## src/sv/assert_macros.svh

```systemverilog
// Assertion macros for the RTL module of the digit display writer.
`ifndef ASSERT_MACROS_SVH
`define ASSERT_MACROS_SVH

// Checks that a condition holds at every clock edge out of reset.
`define ASSERT_ALWAYS(label, cond, msg) \
	label: assert property (@(posedge clk) disable iff (!arst_n) (cond)) else $error(msg);

// Checks that a condition in one cycle is followed by another in the next cycle.
`define ASSERT_NEXT(label, ante, cons, msg) \
	label: assert property (@(posedge clk) disable iff (!arst_n) (ante) |=> (cons)) \
		else $error(msg);

`endif

```

## src/sv/ddw_pkg.sv

```systemverilog
// Package with the constants, types and conversion functions of the digit display writer.
package ddw_pkg;

	// Width of the binary input value.
	localparam int ValueWidth = 27;
	// Number of display positions that are written for each value.
	localparam int DigitCount = 8;
	// Number of decimal digits that a value of ValueWidth bits can have.
	localparam int BcdDigits = 9;
	localparam int BcdWidth = 4 * BcdDigits;
	// Double-dabble steps, one per input bit, and the steps done in each stage.
	localparam int DabbleSteps = ValueWidth;
	localparam int StageSteps = 7;
	localparam int LastSteps = DabbleSteps - 3 * StageSteps;
	// Width of the position counter of the output serializer.
	localparam int CountWidth = $clog2(DigitCount);
	localparam int AddrWidth = 4;
	localparam int CodeWidth = 8;

	// Display codes and positions.
	localparam logic [CodeWidth-1:0] BlankCode = 8'h0F;
	localparam logic [CodeWidth-1:0] PointBit = 8'h80;
	localparam logic [AddrWidth-1:0] PointPosition = 4'h3;
	localparam int AlwaysShown = 3;

	// Working word of the conversion: BCD digits above, binary bits still to shift in below.
	typedef logic [BcdWidth+ValueWidth-1:0] dabble_t;
	typedef logic [BcdDigits-1:0] blank_mask_t;

	// One double-dabble step: correct every BCD digit of five or more, then shift left.
	function automatic dabble_t dabble_step(input dabble_t word);
		dabble_t w;
		w = word;
		for (int d = 0; d < BcdDigits; d++) begin
			if (w[ValueWidth+4*d +: 4] >= 4'd5) begin
				w[ValueWidth+4*d +: 4] = w[ValueWidth+4*d +: 4] + 4'd3;
			end
		end
		return w << 1;
	endfunction

	// A position from the fourth up is blank when it and every digit above it are zero.
	function automatic blank_mask_t blank_mask(input logic [BcdWidth-1:0] bcd);
		blank_mask_t mask;
		logic nonzero;
		mask = '0;
		nonzero = 1'b0;
		for (int d = BcdDigits - 1; d >= 0; d--) begin
			nonzero = nonzero | (bcd[4*d +: 4] != 4'd0);
			if (d >= AlwaysShown) begin
				mask[d] = !nonzero;
			end
		end
		return mask;
	endfunction

endpackage

```

## src/sv/decimal_digit_display_writer_top.sv

```systemverilog
// Top level of the digit display writer: binary to BCD pipeline and digit write serializer.
// The first digit write leaves on strobe after stages s1 to s5, the serializer and the output register.
// Throughput: eight writes per value, one per cycle; once the stages are full, a value is taken
// only as the serializer, which sends the eight writes of one value in turn, ends a run.
// Up to five more values wait in the five conversion stages meanwhile.
// Reset clears all valid bits and the strobe; the receiver cannot stall the writes.
module decimal_digit_display_writer_top (
	input  logic                            clk,
	input  logic                            arst_n,
	input  logic                            start,
	output logic                            busy,
	input  logic [ddw_pkg::ValueWidth-1:0]  value,
	output logic                            strobe,
	output logic [ddw_pkg::AddrWidth-1:0]   digit_address,
	output logic [ddw_pkg::CodeWidth-1:0]   digit_code,
	output logic                            last_write
);

	`include "assert_macros.svh"

	// Conversion pipeline registers.
	ddw_pkg::dabble_t word_s1, word_s2, word_s3, word_s4, word_s5;
	logic valid_s1, valid_s2, valid_s3, valid_s4, valid_s5;
	ddw_pkg::dabble_t next_s2, next_s3, next_s4, next_s5;
	logic take_s1, take_s2, take_s3, take_s4, take_s5;

	// Serializer registers.
	logic [4*ddw_pkg::DigitCount-1:0] digits_q;
	logic [ddw_pkg::DigitCount-1:0]   blank_q;
	logic [ddw_pkg::CountWidth-1:0]   count_q;
	logic                             active_q;
	logic                             ser_free;
	logic                             ser_load;
	ddw_pkg::blank_mask_t             load_mask;
	logic [ddw_pkg::CodeWidth-1:0]    code_now;

	// A stage takes new data when it is empty or its content moves on in the same cycle.
	assign ser_free = !active_q || (count_q == ddw_pkg::CountWidth'(ddw_pkg::DigitCount - 1));
	assign take_s5 = !valid_s5 || ser_free;
	assign take_s4 = !valid_s4 || take_s5;
	assign take_s3 = !valid_s3 || take_s4;
	assign take_s2 = !valid_s2 || take_s3;
	assign take_s1 = !valid_s1 || take_s2;
	assign busy = !take_s1;
	assign ser_load = valid_s5 && ser_free;

	// Double-dabble steps between the stages.
	always_comb begin
		next_s2 = word_s1;
		for (int i = 0; i < ddw_pkg::StageSteps; i++) begin
			next_s2 = ddw_pkg::dabble_step(next_s2);
		end
	end

	always_comb begin
		next_s3 = word_s2;
		for (int i = 0; i < ddw_pkg::StageSteps; i++) begin
			next_s3 = ddw_pkg::dabble_step(next_s3);
		end
	end

	always_comb begin
		next_s4 = word_s3;
		for (int i = 0; i < ddw_pkg::StageSteps; i++) begin
			next_s4 = ddw_pkg::dabble_step(next_s4);
		end
	end

	always_comb begin
		next_s5 = word_s4;
		for (int i = 0; i < ddw_pkg::LastSteps; i++) begin
			next_s5 = ddw_pkg::dabble_step(next_s5);
		end
	end

	// Valid bits of the conversion pipeline.
	always_ff @(posedge clk or negedge arst_n) begin
		if (!arst_n) begin
			valid_s1 <= 1'b0;
			valid_s2 <= 1'b0;
			valid_s3 <= 1'b0;
			valid_s4 <= 1'b0;
			valid_s5 <= 1'b0;
		end else begin
			if (take_s1) valid_s1 <= start;
			if (take_s2) valid_s2 <= valid_s1;
			if (take_s3) valid_s3 <= valid_s2;
			if (take_s4) valid_s4 <= valid_s3;
			if (take_s5) valid_s5 <= valid_s4;
		end
	end

	// Data of the conversion pipeline.
	always_ff @(posedge clk) begin
		if (take_s1) word_s1 <= {{ddw_pkg::BcdWidth{1'b0}}, value};
		if (take_s2) word_s2 <= next_s2;
		if (take_s3) word_s3 <= next_s3;
		if (take_s4) word_s4 <= next_s4;
		if (take_s5) word_s5 <= next_s5;
	end

	assign load_mask = ddw_pkg::blank_mask(word_s5[ddw_pkg::ValueWidth +: ddw_pkg::BcdWidth]);

	// Serializer control: counts the writes of the value in hand.
	always_ff @(posedge clk or negedge arst_n) begin
		if (!arst_n) begin
			active_q <= 1'b0;
			count_q  <= '0;
		end else if (ser_load) begin
			active_q <= 1'b1;
			count_q  <= '0;
		end else if (active_q) begin
			if (count_q == ddw_pkg::CountWidth'(ddw_pkg::DigitCount - 1)) begin
				active_q <= 1'b0;
			end
			count_q <= count_q + 1'b1;
		end
	end

	// Serializer data: the lowest digit and blank flag are always the next to send.
	always_ff @(posedge clk) begin
		if (ser_load) begin
			digits_q <= word_s5[ddw_pkg::ValueWidth +: 4*ddw_pkg::DigitCount];
			blank_q  <= load_mask[ddw_pkg::DigitCount-1:0];
		end else if (active_q) begin
			digits_q <= digits_q >> 4;
			blank_q  <= blank_q >> 1;
		end
	end

	// Code of the current position, with the decimal point on its fixed position.
	always_comb begin
		if (blank_q[0]) begin
			code_now = ddw_pkg::BlankCode;
		end else begin
			code_now = {{(ddw_pkg::CodeWidth-4){1'b0}}, digits_q[3:0]};
		end
		if ((ddw_pkg::AddrWidth'(count_q) + 1'b1) == ddw_pkg::PointPosition) begin
			code_now = code_now | ddw_pkg::PointBit;
		end
	end

	// Output register: one digit write transfer per cycle while a value is in hand.
	always_ff @(posedge clk or negedge arst_n) begin
		if (!arst_n) begin
			strobe <= 1'b0;
		end else begin
			strobe <= active_q;
		end
	end

	always_ff @(posedge clk) begin
		digit_address <= ddw_pkg::AddrWidth'(count_q) + 1'b1;
		digit_code    <= code_now;
		last_write    <= (count_q == ddw_pkg::CountWidth'(ddw_pkg::DigitCount - 1));
	end

	// The writes of one value come in consecutive cycles with rising positions.
	`ASSERT_NEXT(a_run_contiguous, strobe && !last_write, strobe && (digit_address == $past(digit_address) + 1'b1), "digit write run broken")
	// The final write of a run is on the top position.
	`ASSERT_ALWAYS(a_last_position, !strobe || !last_write || (digit_address == ddw_pkg::AddrWidth'(ddw_pkg::DigitCount)), "last write not on top position")
	// The always-shown positions carry a decimal digit, never the blank code.
	`ASSERT_ALWAYS(a_low_not_blank, !strobe || (digit_address > 4'd3) || (digit_code[3:0] <= 4'd9), "low position blanked")
	// A new value enters the serializer only when the previous run is ending.
	`ASSERT_ALWAYS(a_load_free, !ser_load || !active_q || (count_q == ddw_pkg::CountWidth'(ddw_pkg::DigitCount - 1)), "serializer reloaded mid run")

endmodule
```

## config.mk

```make
export PLATFORM = sky130hd
export DESIGN_NAME = decimal_digit_display_writer_top
export DESIGN_NICKNAME = d
export VERILOG_FILES = /design/src/sv/ddw_pkg.sv /design/src/sv/decimal_digit_display_writer_top.sv
export VERILOG_INCLUDE_DIRS = /design/src /design/src/sv
export SDC_FILE = /design/constraint.sdc
export NUM_CORES = 1
export LEC_CHECK = 0
export CAP_MARGIN = 0
export CORE_MARGIN = 5
export CORE_UTILIZATION = 45
export CTS_CLUSTER_DIAMETER = 100
export DETAILED_ROUTE_END_ITERATION = 8
export DONT_BUFFER_PORTS = 1
export PLACE_DENSITY = 0.7
export REMOVE_ABC_BUFFERS = 1
export SLEW_MARGIN = 15
export SYNTH_ARGS = -nofsm -noshare
export SYNTH_HDL_FRONTEND = slang
export SYNTH_SLANG_ARGS = --single-unit
```

## constraint.sdc

```tcl
create_clock -name clk -period 7.7 [get_ports clk]
set_clock_uncertainty 0.15 [all_clocks]
set_input_delay 1.925 -clock clk [delete_from_list [all_inputs] [get_ports clk]]
set_output_delay 1.925 -clock clk [all_outputs]
set_load 0.02 [all_outputs]
```

---- Word-level counts from Yosys, hierarchy flattened ----
Index checks and enable logic that the tools add are counted.
storage, ports and cells
  input port bits ......................... 30
  flip-flop bits (word level) ............. 261
  output and inout port bits .............. 15
  logic and storage cells ................. 660
operators by class
  $lt $le $gt $ge ......................... 198
  equal/unequal tests ..................... 2
  muxes and demuxes ....................... 208
  add/subtract/negate cells ............... 200
  bitwise gates (word level) .............. 5
  reductions and logical operators ........ 26
operators by type and width
  operator                                                           count
  greater-or-equal comparator 4 x 3 -> 1 bit, second input constant  189
  2-to-1 mux 4 bit                                                   173
  adder 4 x 2 -> 4 bit, second input constant                        172
  2-to-1 mux 3 bit                                                   27
  2-to-1 mux 32 bit                                                  2
  adder 3 x 2 -> 3 bit, second input constant                        17
  adder 1 x 2 -> 3 bit, both inputs constant                         8
  greater-or-equal comparator 1 x 3 -> 1 bit, both inputs constant   8
  nonzero test 4 bit                                                 6
  2-to-1 mux 8 bit                                                   2
  logical NOT 1 bit                                                  12
  logical OR 1 bit                                                   6
  bitwise OR 1 bit                                                   5
  adder 3 x 1 -> 4 bit, second input constant                        1
  equality test 4 x 2 -> 1 bit, second input constant                1
  2-to-1 mux 1 bit                                                   4
  adder 1 x 2 -> 3 bit, second input constant                        1
  adder 3 x 1 -> 3 bit, second input constant                        1
  equality test 3 bit, second input constant                         1
  greater-or-equal comparator 1 x 3 -> 1 bit, second input constant  1
  nonzero test 2 bit                                                 1
  logical AND 1 bit                                                  1

---- Logic depth before layout (Yosys ltp) ----
Gate-level depths: netlist of run 1.
  word-level depth ........................ 14
  gate-level depth with buffers ........... 33
  depth with buffers taken out ............ 32

---- Least setup slack after synthesis of run 1 ----
OpenSTA, ideal clock, no wires.
  path type ............................... reg-to-reg
  start ................................... register word_s3[31]
  end ..................................... register word_s4[35], data pin
  clock period less this slack ............ 5810 ps
  buffers on the path ..................... 0
  setup slack ............................. 1890 ps
  required time ........................... 7279 ps
  arrival ................................. 5390 ps
  setup time .............................. 271 ps
  stages on the path, launching flop included .. 27
  path through ............................ edfxtp_1 ha_1 nand2b_1 a21oi_1 mux2i_1 nand2_1 a21oi_1 a31oi_1 ha_1 maj3_1 a221oi_1 mux2i_1 inv_1 ha_1 o21ai_0 a21oi_1 o21ai_0 a31o_2 ha_1 inv_1 o31ai_1 maj3_1 a221o_1 nor2b_1 or2_1 nor2_1 xor2_1
on the way
  word-level cells in the longest chain between the ends .. 14
  elaborated cells on any way between the ends .. 21
  those cells by class .................... add/sub: 7; order compare: 7; mux: 7
ends and longest elaborated chain
  element                                                                             RTL line                                RTL
  from (decl)                                                                         decimal_digit_display_writer_top.sv:22  ddw_pkg::dabble_t word_s1, word_s2, word_s3, word_s4, word_s5;
  from (signal assigned)                                                              decimal_digit_display_writer_top.sv:97  if (take_s3) word_s3 <= next_s3;
  adder 4 x 2 -> 4 bit or greater-or-equal comparator 4 x 3 -> 1 bit (tied branches)  ddw_pkg.sv:36, ddw_pkg.sv:35
  2-to-1 mux 4 bit *                                                                  ddw_pkg.sv:35                           if (w[ValueWidth+4*d +: 4] >= 4'd5) begin
  adder 4 x 2 -> 4 bit or greater-or-equal comparator 4 x 3 -> 1 bit (tied branches)  ddw_pkg.sv:36, ddw_pkg.sv:35
  2-to-1 mux 4 bit *                                                                  ddw_pkg.sv:35
  adder 4 x 2 -> 4 bit or greater-or-equal comparator 4 x 3 -> 1 bit (tied branches)  ddw_pkg.sv:36, ddw_pkg.sv:35
  2-to-1 mux 4 bit *                                                                  ddw_pkg.sv:35
  greater-or-equal comparator 4 x 3 -> 1 bit or adder 4 x 2 -> 4 bit (tied branches)  ddw_pkg.sv:35, ddw_pkg.sv:36
  2-to-1 mux 4 bit *                                                                  ddw_pkg.sv:35
  adder 4 x 2 -> 4 bit or greater-or-equal comparator 4 x 3 -> 1 bit (tied branches)  ddw_pkg.sv:36, ddw_pkg.sv:35
  2-to-1 mux 4 bit *                                                                  ddw_pkg.sv:35
  adder 4 x 2 -> 4 bit or greater-or-equal comparator 4 x 3 -> 1 bit (tied branches)  ddw_pkg.sv:36, ddw_pkg.sv:35
  2-to-1 mux 4 bit *                                                                  ddw_pkg.sv:35
  adder 4 x 2 -> 4 bit or greater-or-equal comparator 4 x 3 -> 1 bit (tied branches)  ddw_pkg.sv:36, ddw_pkg.sv:35
  2-to-1 mux 4 bit *                                                                  ddw_pkg.sv:35
  net next_s4[35]                                                                     decimal_digit_display_writer_top.sv:24  ddw_pkg::dabble_t next_s2, next_s3, next_s4, next_s5;
  to (signal assigned)                                                                decimal_digit_display_writer_top.sv:98  if (take_s4) word_s4 <= next_s4;
  to (decl)                                                                           decimal_digit_display_writer_top.sv:22
The timed path passes the listed nets; every way through them passes the cells marked *.
A chain may end at the register's enable or synchronous reset.

---- Worst setup path after layout of run 1 ----
  start ................................... register word_s3[27]
  end ..................................... register word_s4[35], data pin
on the way
  word-level cells in the longest chain between the ends .. 14
  elaborated cells on any way between the ends .. 36
  those cells by class .................... add/sub: 12; order compare: 12; mux: 12
ends and longest elaborated chain
  element                                                                             RTL line
  adder 4 x 2 -> 4 bit or greater-or-equal comparator 4 x 3 -> 1 bit (tied branches)  ddw_pkg.sv:36, ddw_pkg.sv:35
  2-to-1 mux 4 bit *                                                                  ddw_pkg.sv:35
  adder 4 x 2 -> 4 bit or greater-or-equal comparator 4 x 3 -> 1 bit (tied branches)  ddw_pkg.sv:36, ddw_pkg.sv:35
  2-to-1 mux 4 bit                                                                    ddw_pkg.sv:35
  adder 4 x 2 -> 4 bit or greater-or-equal comparator 4 x 3 -> 1 bit (tied branches)  ddw_pkg.sv:36, ddw_pkg.sv:35
  2-to-1 mux 4 bit                                                                    ddw_pkg.sv:35
  adder 4 x 2 -> 4 bit or greater-or-equal comparator 4 x 3 -> 1 bit (tied branches)  ddw_pkg.sv:36, ddw_pkg.sv:35
  2-to-1 mux 4 bit                                                                    ddw_pkg.sv:35
  adder 4 x 2 -> 4 bit or greater-or-equal comparator 4 x 3 -> 1 bit (tied branches)  ddw_pkg.sv:36, ddw_pkg.sv:35
  2-to-1 mux 4 bit                                                                    ddw_pkg.sv:35
  adder 4 x 2 -> 4 bit or greater-or-equal comparator 4 x 3 -> 1 bit (tied branches)  ddw_pkg.sv:36, ddw_pkg.sv:35
  2-to-1 mux 4 bit                                                                    ddw_pkg.sv:35
  adder 4 x 2 -> 4 bit or greater-or-equal comparator 4 x 3 -> 1 bit (tied branches)  ddw_pkg.sv:36, ddw_pkg.sv:35
  2-to-1 mux 4 bit *                                                                  ddw_pkg.sv:35
  net next_s4[35]                                                                     decimal_digit_display_writer_top.sv:24
Marked as above.

==> results of run 1 <==
==> routing by layer <==
metal,track usage,up-vias,wire length [um]
li1,-,7984,-
met4,0.0377,0,837
met5,0,-,0
met3,0.0255,62,1250
met2,0.300,214,19600
met1,0.189,7335,16900
==> cells in the mapped netlist, types with 7 or more instances <==
cell,n
nor3_1,32
a31o_2,7
nand3_1,48
nor2b_1,42
a21oi_1,161
a21o_1,22
or3_1,17
o22ai_1,24
mux2i_1,113
o31ai_1,19
dfrtp_1,10
or2_2,20
mux2_2,45
edfxtp_1,192
a21boi_0,14
o21a_1,33
xor2_1,12
a211o_1,8
and3_1,14
nand2_1,239
o21bai_1,10
dfxtp_1,13
nor3b_1,19
o21ai_0,119
o311ai_0,7
nor4_1,13
xnor2_1,70
inv_1,158
a211oi_1,22
nor2_1,150
o211ai_1,31
nand2b_1,74
a31oi_1,18
clkbuf_1,44
and2_1,21
o21ai_1,18
ha_1,150
a22oi_1,8
==> registers in the layout, summed over array words and instances, names as in the netlist, 3 cells and up <==
register	flops
digit_code	5
digits_q	32
word_s2	29
blank_q	8
word_s3	31
count_q	3
digit_address	4
word_s4	33
word_s1	27
word_s5	35
==> final cells by class <==
cell class,count,area share
Sequential cell,215,0.304
Multi-Input combinational cell,1756,0.590
Inverter,163,0.0296
Clock buffer,35,0.0376
Timing Repair Buffer,5,0.00182
Clock inverter,11,0.00405
Tap cell,546,0.0330
==> power groups by stage <==
| stage | combinational, mW | clock (mW) | sequential (mW) |
|---|---|---|---|
| floorplan | 0.0181 | 0 | 1.28 |
| global placement | 0.0216 | 0 | 1.29 |
| detailed placement | 0.0227 | 0 | 1.29 |
| CTS | 0.0227 | 1.27 | 1.26 |
| global route | 0.0252 | 1.32 | 1.26 |
| finish | 0.0224 | 1.23 | 1.26 |
==> cell families (layout without fill, tap and decap cells) <==
family                     Yosys count  count (layout)  synth area share
and+or+nand+nor                    728             728             0.185
AOI/OAI and AO/OA                  623             623             0.216
buffers and inverters              218             214            0.0442
DFF                                215             215             0.325
muxes                              161             161            0.0878
adders and majority gates          154             154            0.0992
xor gates and xnor gates            87              87            0.0420
other                                1               3          0.000194
==> worst min path at each step <==
| stage | to | slack [ns] |
|---|---|---|
| 6_report | word_s2[15]$_DFFE_PP_ | 0.26 |
| 5_1_grt | word_s2[15]$_DFFE_PP_ | 0.28 |
| 4_1_cts | word_s2[15]$_DFFE_PP_ | 0.27 |
| 3_5_place_dp | word_s2[16]$_DFFE_PP_ | 0.25 |
| 3_3_place_gp | word_s2[21]$_DFFE_PP_ | 0.25 |
| 2_1_floorplan | word_s2[10]$_DFFE_PP_ | 0.25 |
==> worst max-delay path, delay by kind of cell (launching register included) <==
kind	cells	cell delay, ns
compound gates	10	2.40
xor+xnor	1	0.07
fa+ha+maj	6	1.38
buf+inv	5	0.54
flops	1	0.47
mux	1	0.38
simple gates	5	0.94
==> stage by stage <==
step	hold slack [ns]	total power, mW	cell area [sq um]
2_1_floorplan	0.250	1.30	19100
3_3_place_gp	0.254	1.31	19800
3_5_place_dp	0.255	1.31	19800
4_1_cts	0.266	2.55	20700
5_1_grt	0.275	2.60	20700
6_report	0.264	2.51	20700
==> cells in the final DEF (no fill, tap or decap), types with 17 or more instances in the layout <==
cell	n
o22ai_1	24
o21a_1	33
nand2_1	238
clkbuf_16	28
edfxtp_1	192
a21oi_1	161
o21ai_1	18
mux2_2	45
nand2b_1	73
nand3_1	46
a21o_1	22
xnor2_1	70
o21ai_0	119
or3_1	17
nor3b_1	19
inv_1	158
or2_2	20
a31oi_1	18
and2_1	21
a211oi_1	22
nor2_1	150
o211ai_1	31
o31ai_1	19
ha_1	150
nor3_1	32
mux2i_1	113
nor2b_1	41
==> impl_metrics.ini, run 1 <==
[clocking]
clkLatencyLatePin_ns = 0.57
post_cts_resized = 0
cts_tree = yes
root_buffer = clkbuf_16
path_clk_slew_ns = 0.06
cts.htree.levels = 1
cts_buffers = 27
cts_max_path_buffers = 3
cts_sinks = 215
postCtsSetupRepairBufs = 0
holdBufCountCts = 0

[power_and_ir_drop]
p_leak_nw = 8.59
peakVddDrop_mv = 0.152
powerDensity_nw_per_um2 = 121
p_int_mw = 1.98
p_comb_frac = 0.009
p_switching_uw = 527
swShare = 0.210
p_seq_frac = 0.503
pwr-share-clk = 0.488

[critical_path]
critPathLaunch = word_s3[27]$_DFFE_PP_
worstPathRequired_ns = 7.84
crit_top_cell = inv_1
r2r_slack_ns = 1.08
cp_slowest_cell = o32ai_2
r2r_cells = 28
end_kind = flip-flop
worstPathMaxFanout = 7
reg2reg_to = word_s4[35]$_DFFE_PP_
cp-endpoint = word_s4[35]$_DFFE_PP_
crit_arrival_ns = 6.77
startpoint_type = flip-flop
criticalPathCategory = flip-flop to flip-flop
max_stage_delay_ns = 0.48
r2r_start = word_s3[27]$_DFFE_PP_

[global_route]
grt.total_usage = 0.159
grt-ovfl-total = 0
grt_pass1_vias = 14954
grt_first_pass_wirelength_mm = 66.2
antenna_found_initial = 0
grt_max_degree = 41

[die]
io_pins = 45
fp.dieW_um = 217
dieArea_sq_um = 47200
fp-row-count = 76
dieHeight_um = 217
core_sq_um = 42800
start_util = 0.451

[outcome]
status = finished clean

[cells_and_area]
fillCellCount = 3919
multiInputGateArea_sq_um = 12200
drive_gt1_frac = 0.0778
seqCellArea_sq_um = 6280
diodes = 0
instances_no_fill = 2731
area_growth_pct = 7.06
nets = 2348
postLayoutCoreUtil = 0.483

[placement]
place_ws_ns = 1.14
dp_cells = 2685
finalWeightedCongestion = 0.782
port_buffers = 0
hpwl_mm = 28.3

[yosys]
syn_avg_cell_area_sq_um = 8.83
synth_area_leaders = edfxtp_1 30%, ha_1 9.7%, mux2i_1 5.9%, nand2_1 4.6%, a21oi_1 4.2%
async_flop_share = 0.0465
synth.distinct_cells = 101
ys_seq_area_frac = 0.325
synth-edff-count = 192
yosys.area.top_type_share = 0.299
synth_ff_type = edfxtp_1
ys_seq_elements = 215
synth.largest_area_cell = edfxtp_1
syn_area_sq_um = 19300
syn_inst = 2187
ys_warn_count = 0

[timing]
period_minus_slack_ns = 6.62
slew_headroom = 0.286
tightest_slew_ns = 1.07
timing.final.hold_violations = 0
grt_setup_unrepaired = no
setup_viol = 0
slew_viol_final = 0
fmax_mhz = 151
fin_crit_sh = 0.860
fin_ws_ns = 1.08
finalSetupTns_ns = 0

[routing]
drt_iter0_drc = 1016
drt_first_pass_iters = 7
vias = 15595
wirelength_mm = 38.7
vias_per_cell = 5.71
wl_per_cell_um = 14.2
postRouteAntennaNets = 0
post-route-drc-count = 0

[min_path]
hold_path_startpoint = word_s1[8]$_DFFE_PN_
hp-class = flip-flop to flip-flop
holdPathStages = 0

[flow_run]
max-cap-violations = 0
No activity file was read; power rests on OpenSTA's default activity.
==> inputs of run 2 (changes only) <==
==> constraint.sdc (replaced) <==
create_clock -name clk -period 7.7 [get_ports clk]
set_clock_uncertainty 0.15 [all_clocks]
set_input_delay 1.925 -clock clk [delete_from_list [all_inputs] [get_ports clk]]
set_output_delay 1.925 -clock clk [all_outputs]
set_load 0.05 [all_outputs]
==> impl_metrics.ini, run 2 (synthesized netlist as in run 1, its figures left out) <==
[outcome]
status = finished clean

[cells_and_area]
seqCellArea_sq_um = 6280
final_common_cell = nand2_1
finish.instance_area_sq_um = 20700
multiInputGateArea_sq_um = 12200
fillCellCount = 3903
diodes = 0
largest_reg_flops = 35
nets = 2348
top_regs = word_s5: 35 flops, word_s4: 33 flops, digits_q: 32 flops
area_growth_pct = 7.26
final_cell_mix = 238 x nand2_1, 192 x edfxtp_1, 161 x a21oi_1
top_register = word_s5
drive_gt1_frac = 0.0769

[timing]
grt_setup_unrepaired = no
timing.final.hold_violations = 0
fin_ws_ns = 1.09
fin_crit_sh = 0.859
finalSetupTns_ns = 0
tightest_slew_ns = 1.01
fmax_mhz = 151
setup_viol = 0
slew_headroom = 0.327
period_minus_slack_ns = 6.61
slew_viol_final = 0

[routing]
drt_first_pass_iters = 5
wirelength_mm = 39.2
wl_per_cell_um = 14.3
drt_iter0_drc = 1055
postRouteAntennaNets = 0
post-route-drc-count = 0
vias_per_cell = 5.74
vias = 15678

[placement]
finalWeightedCongestion = 0.782
port_buffers = 0
placed_cell_area_sq_um = 19800
place_ws_ns = 1.15
hpwl_mm = 28.4

[global_route]
grt-ovfl-total = 0
grt_pass1_vias = 15073
grt.total_usage = 0.160
antenna_found_initial = 1
grt_max_degree = 41
grt_first_pass_wirelength_mm = 66.6

[clocking]
cts.htree.levels = 1
holdBufCountCts = 0
cts_sinks = 215
root_buffer = clkbuf_16
post_cts_resized = 0
postCtsSetupRepairBufs = 0
cts_max_path_buffers = 3
clkLatencyLatePin_ns = 0.56
path_clk_slew_ns = 0.06
cts_tree = yes
cts_buffers = 26

[critical_path]
end_kind = flip-flop
crit_arrival_ns = 6.75
criticalPathCategory = flip-flop to flip-flop
r2r_cells = 28
max_stage_delay_ns = 0.49
cp_slowest_cell = o32ai_2
crit_top_cell = inv_1
startpoint_type = flip-flop
worstPathMaxFanout = 7
worstPathRequired_ns = 7.84

[min_path]
holdPathStages = 0
hp-class = flip-flop to flip-flop

[flow_run]
max-cap-violations = 0

[die]
fp.dieW_um = 217
dieHeight_um = 217
io_pins = 45
start_util = 0.451
core_sq_um = 42800
fp-row-count = 76
dieArea_sq_um = 47200

[power_and_ir_drop]
p_leak_nw = 8.59
power_mw = 2.57
powerDensity_nw_per_um2 = 124
peakVddDrop_mv = 0.148
run 2: cell types whose count changed in the layout (fill, tap and decap cells not counted), moves of 2 or more:
cell / delta
clkbuf_16: -2
clkinvlp_4: +2
clkbuf_8: -5
inv_6: -3
clkinv_1: +4
bufinv_16: +5
run 2: final timing paths:
path / endpoint / from / slack, ns
worst max-delay path: word_s4[35]$_DFFE_PP_ / word_s3[27]$_DFFE_PP_ / 1.09
worst min-delay path: word_s2[15]$_DFFE_PP_ / word_s1[8]$_DFFE_PN_ / 0.27
worst max register to register: word_s4[35]$_DFFE_PP_ / word_s3[27]$_DFFE_PP_ / 1.09
worst min register to register: word_s2[15]$_DFFE_PP_ / word_s1[8]$_DFFE_PN_ / 0.27
max in group asynchronous: valid_s3$_DFFE_PN0P_ / arst_n / 6.41
min in group asynchronous: count_q[0]$_DFFE_PN0P_ / arst_n / 0.91
run 2: metrics by stage:
stage | cells | util | hold slack [ns]
CTS | 2732 | 0.484 | 0.270
global route | 2732 | 0.484 | 0.274
floorplan | 2134 | - | 0.250
global placement | 2686 | 0.463 | 0.254
finish | 2732 | 0.484 | 0.268
detailed placement | 2686 | 0.463 | 0.255
run 2: final cells by class:
type / instances / share of cell area
clock inverters: 19 / 0.0114
well taps: 546 / 0.0330
repair buffers: 6 / 0.00217
clock buffers: 27 / 0.0316
multi-input cells: 1756 / 0.589
inverters: 163 / 0.0295
flip-flops and latches: 215 / 0.303
run 2: metal layers:
| metal | wire length [um] | vias up | track usage |
|---|---|---|---|
| li1 | - | 7950 | - |
| met1 | 17000 | 7444 | 0.190 |
| met5 | 0 | - | 0 |
| met3 | 1310 | 42 | 0.0239 |
| met4 | 677 | 0 | 0.0352 |
| met2 | 20100 | 242 | 0.305 |
run 2: report_power, final:
| part | internal (mW) | switching (mW) | leakage [nW] |
|---|---|---|---|
| clock | 0.782 | 0.507 | 0.429 |
| sequential | 1.26 | 0.00112 | 2.03 |
| combinational | 0.00850 | 0.0161 | 6.13 |
| total | 2.05 | 0.524 | 8.59 |
run 2: worst max-delay path: cells and delay by family, from the launching register on:
family | cells | cell delay, ns
AOI/OAI and AO/OA | 10 | 2.39
xor gates and xnor gates | 1 | 0.07
adders and majority gates | 6 | 1.39
buffers and inverters | 5 | 0.55
DFF | 1 | 0.47
muxes | 1 | 0.40
and+or+nand+nor | 5 | 0.93
